===== src/hdl/x1024_pkg.sv =====
// Shared types and constants of the xoroshiro1024 state engine
`default_nettype none

package x1024_pkg;

  localparam int unsigned STATE_WORDS = 16;
  localparam int unsigned IDX_W       = $clog2(STATE_WORDS);
  localparam int unsigned WORD_W      = 64;
  localparam int unsigned CNT_W       = IDX_W + 1;
  localparam int unsigned BIT_W       = $clog2(WORD_W);

  localparam int unsigned ROT_BACK    = 25;
  localparam int unsigned SHL_BACK    = 27;
  localparam int unsigned ROT_FRONT   = 36;

  typedef logic [IDX_W-1:0]  addr_t;
  typedef logic [WORD_W-1:0] word_t;
  typedef logic [CNT_W-1:0]  cnt_t;
  typedef logic [BIT_W-1:0]  bit_t;

  typedef struct packed {
    logic  en;
    addr_t addr;
    word_t data;
  } wr_req_t;

  typedef enum logic [2:0] {
    OP_FILL  = 3'd0,
    OP_WRITE = 3'd1,
    OP_SETPOS = 3'd2,
    OP_STEP  = 3'd3,
    OP_JUMP  = 3'd4,
    OP_READ  = 3'd5
  } op_e;

  typedef enum logic [3:0] {
    S_IDLE,
    S_FILL,
    S_WRITE,
    S_READ,
    S_READ_W,
    S_STEP_RD,
    S_STEP_CALC,
    S_STEP_WR,
    S_ACC,
    S_WB,
    S_DONE
  } fsm_e;

endpackage

`default_nettype wire


===== src/hdl/xoroshiro1024_state_engine.sv =====
// xoroshiro1024 state engine: state and jump accumulator in memories, sequenced read-modify-write
// From accept to done_o: set position or unused opcode go straight to done; write and read
// make their memory access; step reads, mixes and writes back; fill writes every word; a jump
// word steps per polynomial bit, accumulates per set bit and writes back on the last word, paced
// by the state memory's single write port. One transaction at a time: busy holds through done_o.
// Results show for one cycle, no receiver stall; reset zeroes the state through word flags.
`default_nettype none

module xoroshiro1024_state_engine (
  input  wire logic                clk_i,
  input  wire logic                rst_ni,
  input  wire logic                start,
  output logic                     busy,
  input  wire logic [2:0]          opcode_i,
  input  wire logic [3:0]          word_index_i,
  input  wire logic [63:0]         data_value_i,
  input  wire logic                jump_last_i,
  output logic                     done_o,
  output logic [63:0]              front_word_o,
  output logic [63:0]              back_word_o,
  output logic [3:0]               current_position_o,
  output logic                     state_nonzero_o
);

  x1024_pkg::fsm_e state_q, state_d;
  x1024_pkg::cnt_t cnt_q, cnt_d;
  x1024_pkg::bit_t bit_q, bit_d;
  x1024_pkg::addr_t pos_q, pos_d;

  logic [2:0]        op_q;
  x1024_pkg::addr_t  idx_q;
  x1024_pkg::word_t  data_q;
  logic              last_q;

  x1024_pkg::word_t  front_q, front_d;
  x1024_pkg::word_t  back_q, back_d;
  x1024_pkg::word_t  mixf_q;

  x1024_pkg::wr_req_t st_wr, acc_wr;
  x1024_pkg::addr_t   st_ra, st_rb, acc_ra;
  x1024_pkg::word_t   st_rd_a, st_rd_b, acc_rd;
  logic               acc_clr;
  logic               st_nz;
  logic               acc_nz_unused;
  x1024_pkg::word_t   acc_rd_b_unused;

  logic               accept;
  x1024_pkg::addr_t   ahead;
  x1024_pkg::addr_t   cnt_idx;
  x1024_pkg::addr_t   prev_idx;
  x1024_pkg::bit_t    bit_nxt;
  x1024_pkg::word_t   s0, s15, mix_b, mix_f;

  assign accept   = start && !busy;
  assign ahead    = pos_q + x1024_pkg::addr_t'(1);
  assign cnt_idx  = cnt_q[x1024_pkg::IDX_W-1:0];
  assign prev_idx = cnt_idx - x1024_pkg::addr_t'(1);
  assign bit_nxt  = bit_q + x1024_pkg::bit_t'(1);

  // generator mix: st_rd_a holds the word ahead, st_rd_b the word behind
  always_comb begin
    s0    = st_rd_a;
    s15   = st_rd_b ^ s0;
    mix_b = ((s0 << x1024_pkg::ROT_BACK) | (s0 >> (x1024_pkg::WORD_W - x1024_pkg::ROT_BACK)))
            ^ s15 ^ (s15 << x1024_pkg::SHL_BACK);
    mix_f = (s15 << x1024_pkg::ROT_FRONT) | (s15 >> (x1024_pkg::WORD_W - x1024_pkg::ROT_FRONT));
  end

  x1024_store u_state (
    .clk_i     (clk_i),
    .rst_ni    (rst_ni),
    .wr_i      (st_wr),
    .clr_i     (1'b0),
    .raddr_a_i (st_ra),
    .raddr_b_i (st_rb),
    .rdata_a_o (st_rd_a),
    .rdata_b_o (st_rd_b),
    .nonzero_o (st_nz)
  );

  x1024_store u_acc (
    .clk_i     (clk_i),
    .rst_ni    (rst_ni),
    .wr_i      (acc_wr),
    .clr_i     (acc_clr),
    .raddr_a_i (acc_ra),
    .raddr_b_i (acc_ra),
    .rdata_a_o (acc_rd),
    .rdata_b_o (acc_rd_b_unused),
    .nonzero_o (acc_nz_unused)
  );

  // next state
  always_comb begin
    state_d = state_q;
    cnt_d   = cnt_q;
    bit_d   = bit_q;
    pos_d   = pos_q;
    case (state_q)
      x1024_pkg::S_IDLE: begin
        if (accept) begin
          cnt_d = '0;
          bit_d = '0;
          case (opcode_i)
            x1024_pkg::OP_FILL:   state_d = x1024_pkg::S_FILL;
            x1024_pkg::OP_WRITE:  state_d = x1024_pkg::S_WRITE;
            x1024_pkg::OP_SETPOS: begin
              pos_d   = word_index_i;
              state_d = x1024_pkg::S_DONE;
            end
            x1024_pkg::OP_STEP:   state_d = x1024_pkg::S_STEP_RD;
            x1024_pkg::OP_JUMP:   state_d = data_value_i[0] ? x1024_pkg::S_ACC
                                                            : x1024_pkg::S_STEP_RD;
            x1024_pkg::OP_READ:   state_d = x1024_pkg::S_READ;
            default:              state_d = x1024_pkg::S_DONE;
          endcase
        end
      end
      x1024_pkg::S_FILL: begin
        cnt_d = cnt_q + x1024_pkg::cnt_t'(1);
        if (cnt_idx == x1024_pkg::addr_t'(x1024_pkg::STATE_WORDS - 1)) begin
          state_d = x1024_pkg::S_DONE;
        end
      end
      x1024_pkg::S_WRITE:     state_d = x1024_pkg::S_DONE;
      x1024_pkg::S_READ:      state_d = x1024_pkg::S_READ_W;
      x1024_pkg::S_READ_W:    state_d = x1024_pkg::S_DONE;
      x1024_pkg::S_STEP_RD:   state_d = x1024_pkg::S_STEP_CALC;
      x1024_pkg::S_STEP_CALC: begin
        pos_d   = ahead;
        state_d = x1024_pkg::S_STEP_WR;
      end
      x1024_pkg::S_STEP_WR: begin
        cnt_d = '0;
        if (op_q != x1024_pkg::OP_JUMP) begin
          state_d = x1024_pkg::S_DONE;
        end else if (bit_q == x1024_pkg::bit_t'(x1024_pkg::WORD_W - 1)) begin
          state_d = last_q ? x1024_pkg::S_WB : x1024_pkg::S_DONE;
        end else begin
          bit_d   = bit_nxt;
          state_d = data_q[bit_nxt] ? x1024_pkg::S_ACC : x1024_pkg::S_STEP_RD;
        end
      end
      x1024_pkg::S_ACC: begin
        cnt_d = cnt_q + x1024_pkg::cnt_t'(1);
        if (cnt_q == x1024_pkg::cnt_t'(x1024_pkg::STATE_WORDS)) begin
          cnt_d   = '0;
          state_d = x1024_pkg::S_STEP_RD;
        end
      end
      x1024_pkg::S_WB: begin
        cnt_d = cnt_q + x1024_pkg::cnt_t'(1);
        if (cnt_q == x1024_pkg::cnt_t'(x1024_pkg::STATE_WORDS)) begin
          cnt_d   = '0;
          state_d = x1024_pkg::S_DONE;
        end
      end
      x1024_pkg::S_DONE:      state_d = x1024_pkg::S_IDLE;
      default:                state_d = x1024_pkg::S_IDLE;
    endcase
  end

  // memory accesses and result capture
  always_comb begin
    st_wr   = '0;
    acc_wr  = '0;
    st_ra   = pos_q;
    st_rb   = pos_q;
    acc_ra  = cnt_idx;
    acc_clr = 1'b0;
    front_d = front_q;
    back_d  = back_q;
    case (state_q)
      x1024_pkg::S_IDLE: begin
        if (accept) begin
          front_d = '0;
          back_d  = '0;
        end
      end
      x1024_pkg::S_FILL: begin
        st_wr.en   = 1'b1;
        st_wr.addr = cnt_idx;
        st_wr.data = data_q;
      end
      x1024_pkg::S_WRITE: begin
        st_wr.en   = 1'b1;
        st_wr.addr = idx_q;
        st_wr.data = data_q;
      end
      x1024_pkg::S_READ: begin
        st_ra = idx_q;
      end
      x1024_pkg::S_READ_W: begin
        front_d = st_rd_a;
      end
      x1024_pkg::S_STEP_RD: begin
        st_ra = ahead;
        st_rb = pos_q;
      end
      x1024_pkg::S_STEP_CALC: begin
        st_wr.en   = 1'b1;
        st_wr.addr = pos_q;
        st_wr.data = mix_b;
        if (op_q == x1024_pkg::OP_STEP) begin
          front_d = mix_f;
          back_d  = mix_b;
        end
      end
      x1024_pkg::S_STEP_WR: begin
        st_wr.en   = 1'b1;
        st_wr.addr = pos_q;
        st_wr.data = mixf_q;
      end
      x1024_pkg::S_ACC: begin
        st_ra = pos_q + cnt_idx;
        if (cnt_q != '0) begin
          acc_wr.en   = 1'b1;
          acc_wr.addr = prev_idx;
          acc_wr.data = acc_rd ^ st_rd_a;
        end
      end
      x1024_pkg::S_WB: begin
        if (cnt_q != '0) begin
          st_wr.en   = 1'b1;
          st_wr.addr = pos_q + prev_idx;
          st_wr.data = acc_rd;
        end
        if (cnt_q == x1024_pkg::cnt_t'(x1024_pkg::STATE_WORDS)) begin
          acc_clr = 1'b1;
        end
      end
      default: begin
      end
    endcase
  end

  always_ff @(posedge clk_i or negedge rst_ni) begin
    if (!rst_ni) begin
      state_q <= x1024_pkg::S_IDLE;
      cnt_q   <= '0;
      bit_q   <= '0;
      pos_q   <= '0;
    end else begin
      state_q <= state_d;
      cnt_q   <= cnt_d;
      bit_q   <= bit_d;
      pos_q   <= pos_d;
    end
  end

  always_ff @(posedge clk_i) begin
    if (accept) begin
      op_q   <= opcode_i;
      idx_q  <= word_index_i;
      data_q <= data_value_i;
      last_q <= jump_last_i;
    end
    if (state_q == x1024_pkg::S_STEP_CALC) begin
      mixf_q <= mix_f;
    end
    front_q <= front_d;
    back_q  <= back_d;
  end

  assign busy               = (state_q != x1024_pkg::S_IDLE);
  assign done_o             = (state_q == x1024_pkg::S_DONE);
  assign front_word_o       = front_q;
  assign back_word_o        = back_q;
  assign current_position_o = pos_q;
  assign state_nonzero_o    = st_nz;

endmodule

`default_nettype wire


===== src/hdl/x1024_store.sv =====
// Sixteen-word store with one write port, two registered read ports and per-word zero tracking
`default_nettype none

module x1024_store (
  input  wire logic               clk_i,
  input  wire logic               rst_ni,
  input  wire x1024_pkg::wr_req_t wr_i,
  input  wire logic               clr_i,
  input  wire x1024_pkg::addr_t   raddr_a_i,
  input  wire x1024_pkg::addr_t   raddr_b_i,
  output x1024_pkg::word_t        rdata_a_o,
  output x1024_pkg::word_t        rdata_b_o,
  output logic                    nonzero_o
);

  x1024_pkg::word_t mem_q [x1024_pkg::STATE_WORDS];
  x1024_pkg::word_t rd_a_q;
  x1024_pkg::word_t rd_b_q;
  logic [x1024_pkg::STATE_WORDS-1:0] nz_q;
  logic rd_a_nz_q;
  logic rd_b_nz_q;

  always_ff @(posedge clk_i) begin
    if (wr_i.en) begin
      mem_q[wr_i.addr] <= wr_i.data;
    end
    rd_a_q <= mem_q[raddr_a_i];
    rd_b_q <= mem_q[raddr_b_i];
  end

  // a word whose flag is clear reads as zero, so reset needs no sweep
  always_ff @(posedge clk_i or negedge rst_ni) begin
    if (!rst_ni) begin
      nz_q      <= '0;
      rd_a_nz_q <= 1'b0;
      rd_b_nz_q <= 1'b0;
    end else begin
      rd_a_nz_q <= nz_q[raddr_a_i];
      rd_b_nz_q <= nz_q[raddr_b_i];
      if (clr_i) begin
        nz_q <= '0;
      end else if (wr_i.en) begin
        nz_q[wr_i.addr] <= (wr_i.data != '0);
      end
    end
  end

  assign rdata_a_o = rd_a_nz_q ? rd_a_q : '0;
  assign rdata_b_o = rd_b_nz_q ? rd_b_q : '0;
  assign nonzero_o = |nz_q;

endmodule

`default_nettype wire


===== config.mk =====
export PLATFORM = sky130hd
export DESIGN_NAME = xoroshiro1024_state_engine
export DESIGN_NICKNAME = d
export VERILOG_FILES = /design/src/hdl/x1024_pkg.sv /design/src/hdl/xoroshiro1024_state_engine.sv /design/src/hdl/x1024_store.sv
export SDC_FILE = /design/constraint.sdc
export NUM_CORES = 2
export LEC_CHECK = 0
export ABC_AREA = 1
export BUFFER_PORTS_ARGS = -buffer_cell sky130_fd_sc_hd__buf_2
export CAP_MARGIN = 20
export CORE_AREA = 2 2 531 533
export CTS_CLUSTER_DIAMETER = 100
export DETAILED_ROUTE_END_ITERATION = 6
export DIE_AREA = 0 0 533 535
export PLACE_DENSITY = 0.59
export SLEW_MARGIN = 20
export SYNTH_ARGS = -nofsm -noshare
export SYNTH_HDL_FRONTEND = slang
export SYNTH_HIERARCHICAL = 1
export SYNTH_SLANG_ARGS = --single-unit

===== constraint.sdc =====
create_clock -name clk_i -period 9.5 [get_ports clk_i]
set_clock_uncertainty 0.1 [all_clocks]
set_input_delay 0 -clock clk_i [delete_from_list [all_inputs] [get_ports clk_i]]
set_output_delay 0 -clock clk_i [all_outputs]
set_load 0.01 [all_outputs]

# After elaboration in Yosys (flattened, before gate mapping)
# Memories as Yosys holds them, arrays and structs flattened. A register that Yosys moved wholly into a read port is not among the register bits.
# Index checks and enable logic that the tools add are counted.
[totals]
elab_cells = 146
output_inout_bits = 135
in_bits = 75
regBits = 318
mem_bits_rw = 2048
n_memories = 2
[classes]
n_reduce_logical = 24
n_mux = 56
n_bitwise = 6
add_sub_neg = 6
eq_ne = 28
order_cmp = 8
[mem_list]
columns = ["name", "words", "word_bits", "read_ports", "rd_clocked_by_memory_dff", "wr", "line", "rtl"]
rows = [
  ["u_acc.mem_q", 16, 64, 1, 1, 1, "x1024_store.sv:16", "x1024_pkg::word_t mem_q [x1024_pkg::STATE_WORDS];"],
  ["u_state.mem_q", 16, 64, 2, 2, 1, "x1024_store.sv:16", ""],
]
[ops]
columns = ["op", "count"]
rows = [
  ["64-bit two-way mux", 6],
  ["69-bit one-hot mux with 5 select lines", 1],
  ["64-bit bitwise XOR", 4],
  ["69-bit two-way mux", 3],
  ["64-bit one-hot mux with 3 select lines", 1],
  ["64-bit one-hot mux with 2 select lines", 1],
  ["64-bit nonzero test", 2],
  ["64-bit by 25-bit bitwise OR with 64-bit output", 1],
  ["64-bit by 36-bit bitwise OR with 64-bit output", 1],
  ["4-bit two-way mux", 10],
  ["4-bit one-hot mux with 9 select lines", 1],
  ["16-bit bitwise mux", 2],
  ["16-bit two-way mux", 2],
  ["4-bit by 5-bit less-than comparator with 1-bit output, second input constant", 5],
  ["4-bit one-hot mux with 5 select lines", 1],
  ["5-bit one-hot mux with 4 select lines", 1],
  ["6-bit two-way mux", 3],
  ["4-bit by 3-bit equality test with 1-bit output, second input constant", 4],
  ["4-bit equality test, second input constant", 4],
  ["16-bit OR reduction", 1],
  ["2-bit != test, second input constant", 7],
  ["1-bit binary-select mux with 4-bit select", 3],
  ["1-bit two-way mux", 12],
  ["4-bit one-hot mux with 3 select lines", 1],
  ["34 further kinds", 51],
]

# Longest topological paths before layout
[logic_depth]
depth_word = 11
ltp_mapped = 20
ltp_nobuf = 18

# By module
# Netlist, hierarchy kept.
[by_module_without_submodules]
columns = ["mod", "area_per_inst_um2", "cells_each", "instances", "seq_area_each_um2"]
rows = [
  ["x1024_store (u_state)", 54846.4, 5572, 1, 33762.4],
  ["x1024_store (u_acc)", 54842.6, 5572, 1, 33762.4],
  ["xoroshiro1024_state_engine", 15396.0, 1614, 1, 8403.1],
]

# Least setup slack after synthesis
# No wires, ideal clock.
[synth_timing]
kind = "flip-flop to flip-flop"
start = "register cnt_q[0]"
end = "memory u_state/mem_q[8][0] (netlist name) (enable)"
path_buffers = 0
t_required_ns = 8.831
setup_time_ns = 0.569
t_arrival_ns = 6.685
path_stages_with_launch = 12
slack_ns = 2.146
synth_period_minus_slack_ns = 7.354
cell_sequence = "dfrtp_1 inv_1 ha_1 xnor2_1 inv_1 ha_1 a21oi_1 o21ai_0 xor2_1 o21ai_0 inv_1 nor3_1"
[synth_rtl]
columns = ["element", "line", "rtl"]
rows = [
  ["from (decl)", "xoroshiro1024_state_engine.sv:26", "x1024_pkg::cnt_t cnt_q, cnt_d;"],
  ["from (signal assigned)", "xoroshiro1024_state_engine.sv:245", "cnt_q <= cnt_d;"],
  ["to (decl)", "x1024_store.sv:16", ""],
]

==> results.yml <==
cells_and_area:
  multi_input_area_um2: 31200
  n_fill_cell: 25300
  final_area_um2: 130000
  layout.cells.most_common_list: "2,312 x edfxtp_1, 1,541 x nand2_1, 1,516 x inv_1"
  area_growth_pct: 13.0
  fin_nets: 11000
  drive_above_1_share_pct: 8.32
  layout_commonest_cell: "edfxtp_1"
  ff_latch_area_um2: 74700
  fin_util_pct: 46.4
timing:
  fin_crit_ns: 6.31
  worst_slew_pin_slew_ns: 1.37
  hold_viol_final: 0
  fin_crit_sh_pct: 66.4
  max_slew_margin_pct: 8.53
  clock.fmax_mhz: 158
  setup_viol: 0
  maxSlewViolCount: 0
  setup_tns_ns: 0
  rsz0062_at_grt: "false"
clock_tree:
  htreeDepth: 5
  clk_path_buf_depth: 4
  numCtsBuffers: 283
  cts_tree: "done"
  clock_tree.root_cell: "clkbuf_16"
  cts_setup_buffers: 0
  cts_sinks: 2558
  clock_latency_ns: 0.88
  path_clk_slew_ns: 0.06
grt:
  grt_max_degree: 237
  grt_overflow: 0
  grt_pass1_vias: 79500
  grt_usage_pct: 26.9
  grt_pass1_wl_mm: 561
  antenna_found_initial: 21
yosys:
  synth_area_per_cell_um2: 10.6
  yosysWarnings: 6
  netlist_area_um2: 115000
  postSynthCellCount: 10800
pwr:
  p_leak_nw: 49.9
  ir_drop_mv: 0.399
  p_per_area_nw_per_um2: 360
  p_total_mw: 46.7
setup_path:
  crit_chain: "inv_1 -> ha_1 -> xnor2_1 -> inv_1 -> ha_1 -> a21oi_1 -> o21ai_0 -> xor2_1 -> o21ai_0 -> nand2_1 -> inv_1 -> nand2_1 -> inv_4 -> buf_4"
  cp_data_arrival_time_ns: 6.69
  critPathKind: "flip-flop to flip-flop"
  cpMostUsedCell: "inv_1"
  cpPeakStageDelay_ns: 1.13
  slowest_stage: "dfrtp_4"
  endpoint_kind: "flip-flop"
  path_max_fanout: 110
  crit_buf_inv: 5
  cp_top_family: "buffers and inverters"
  start_kind: "flip-flop"
  cp.required_ns: 9.88
die:
  die_y_um: 535
  dieArea_um2: 285000
  start_util_pct: 41.1
  core_area_um2: 279000
  rows: 194
  ioPinCount: 210
  die_w_um: 533
job:
  max-cap-violations: 0
placed_design:
  hpwl_mm: 241
  io_buffers: 209
  place.gp.congestion: 1.01
  place_area_um2: 119000
detailed_routing:
  wl_mm: 396
  drc_errors: 0
  vias: 84700
  wl_per_cell_um: 26.6
  firstDrtPassIters: 6
  drt_iter0_markers: 10500
  avgViaCountPerCell: 5.69
  ant_nets: 0
run_status:
  status: "completed"
hold_path:
  hp-class: "input port to flip-flop"
## where the power goes
part / switching (mW) / total (mW) / internal [mW]
clock: 4.53 / 10.9 / 6.40
combinational: 14.7 / 19.9 / 5.17
sequential: 1.22 / 15.9 / 14.7
## per-stage QoR
stage          hold slack [ns]  setup WS, ns  std cells
2_1_floorplan           -0.396          2.16      10800
3_3_place_gp            0.0774          3.44      14200
3_5_place_dp            0.0786          3.40      14200
4_1_cts                  0.137          3.38      14900
5_1_grt                  0.214          2.93      14900
6_report                 0.206          3.19      14900
## area by class of cell
cell class | instances | share of cell area, %
inverters | 1555 | 4.56
diodes | 17 | 0.0328
clock inverters | 127 | 1.03
clock buffers | 377 | 6.00
repair buffers | 529 | 3.06
flip-flops and latches | 2558 | 57.6
multi-input cells | 5997 | 24.1
well taps | 3724 | 3.60
## flip-flops by register name, indices dropped and copies added, names as in the netlist, 3 cells and up
signal	flops
mixf_q	64
cnt_q	5
state_q	4
back_word_o	64
u_acc/nz_q	16
u_acc/mem_q	1024
bit_q	6
u_acc/rd_a_q	64
u_state/rd_a_q	64
u_state/rd_b_q	64
idx_q	4
front_word_o	64
current_position_o	4
op_q	3
u_state/mem_q	1024
u_state/nz_q	16
data_q	64
## worst reg2reg max path, stage by stage, from the launching register on
cell,delay [ns]
dfrtp_4,1.13
inv_1,0.30
ha_1,0.30
xnor2_1,0.20
inv_1,0.08
ha_1,0.32
a21oi_1,0.15
o21ai_0,0.11
xor2_1,0.18
o21ai_0,1.02
nand2_1,0.43
inv_1,0.19
nand2_1,0.10
inv_4,0.74
buf_4,0.58
## path summary, 6_finish.rpt
| check | startpoint | to | slack [ns] | cells past startpoint |
|---|---|---|---|---|
| hold / removal | start | state_q[2] | 0.21 | 6 |
| max in group asynchronous | rst_ni | u_state/rd_b_nz_q | 8.24 | 4 |
| setup / recovery | cnt_q[0] | u_state/mem_q[14][39] | 3.19 | 14 |
| min in group asynchronous | rst_ni | current_position_o[0] | 0.34 | 4 |
| setup reg to reg | cnt_q[0] | u_state/mem_q[14][39] | 3.19 | 14 |
| hold reg to reg | bit_q[1] | bit_q[1] | 0.45 | 2 |
## routing by layer
metal  global-route usage (%)  routed length, um  vias up
met5                        0                 41        -
met1                     34.9             156000    41400
met3                     4.11              32400      914
met2                     42.7             181000     4265
li1                         -                  -    38100
met4                     16.1              26400        6
## what timing repair did
| item | CTS | global route |
|---|---|---|
| endpoints found under the hold margin | 177 | 0 |
| gates resized for setup | 0 | 0 |
| hold buffers | 147 | 0 |
(Power assumes the default switching activity.)
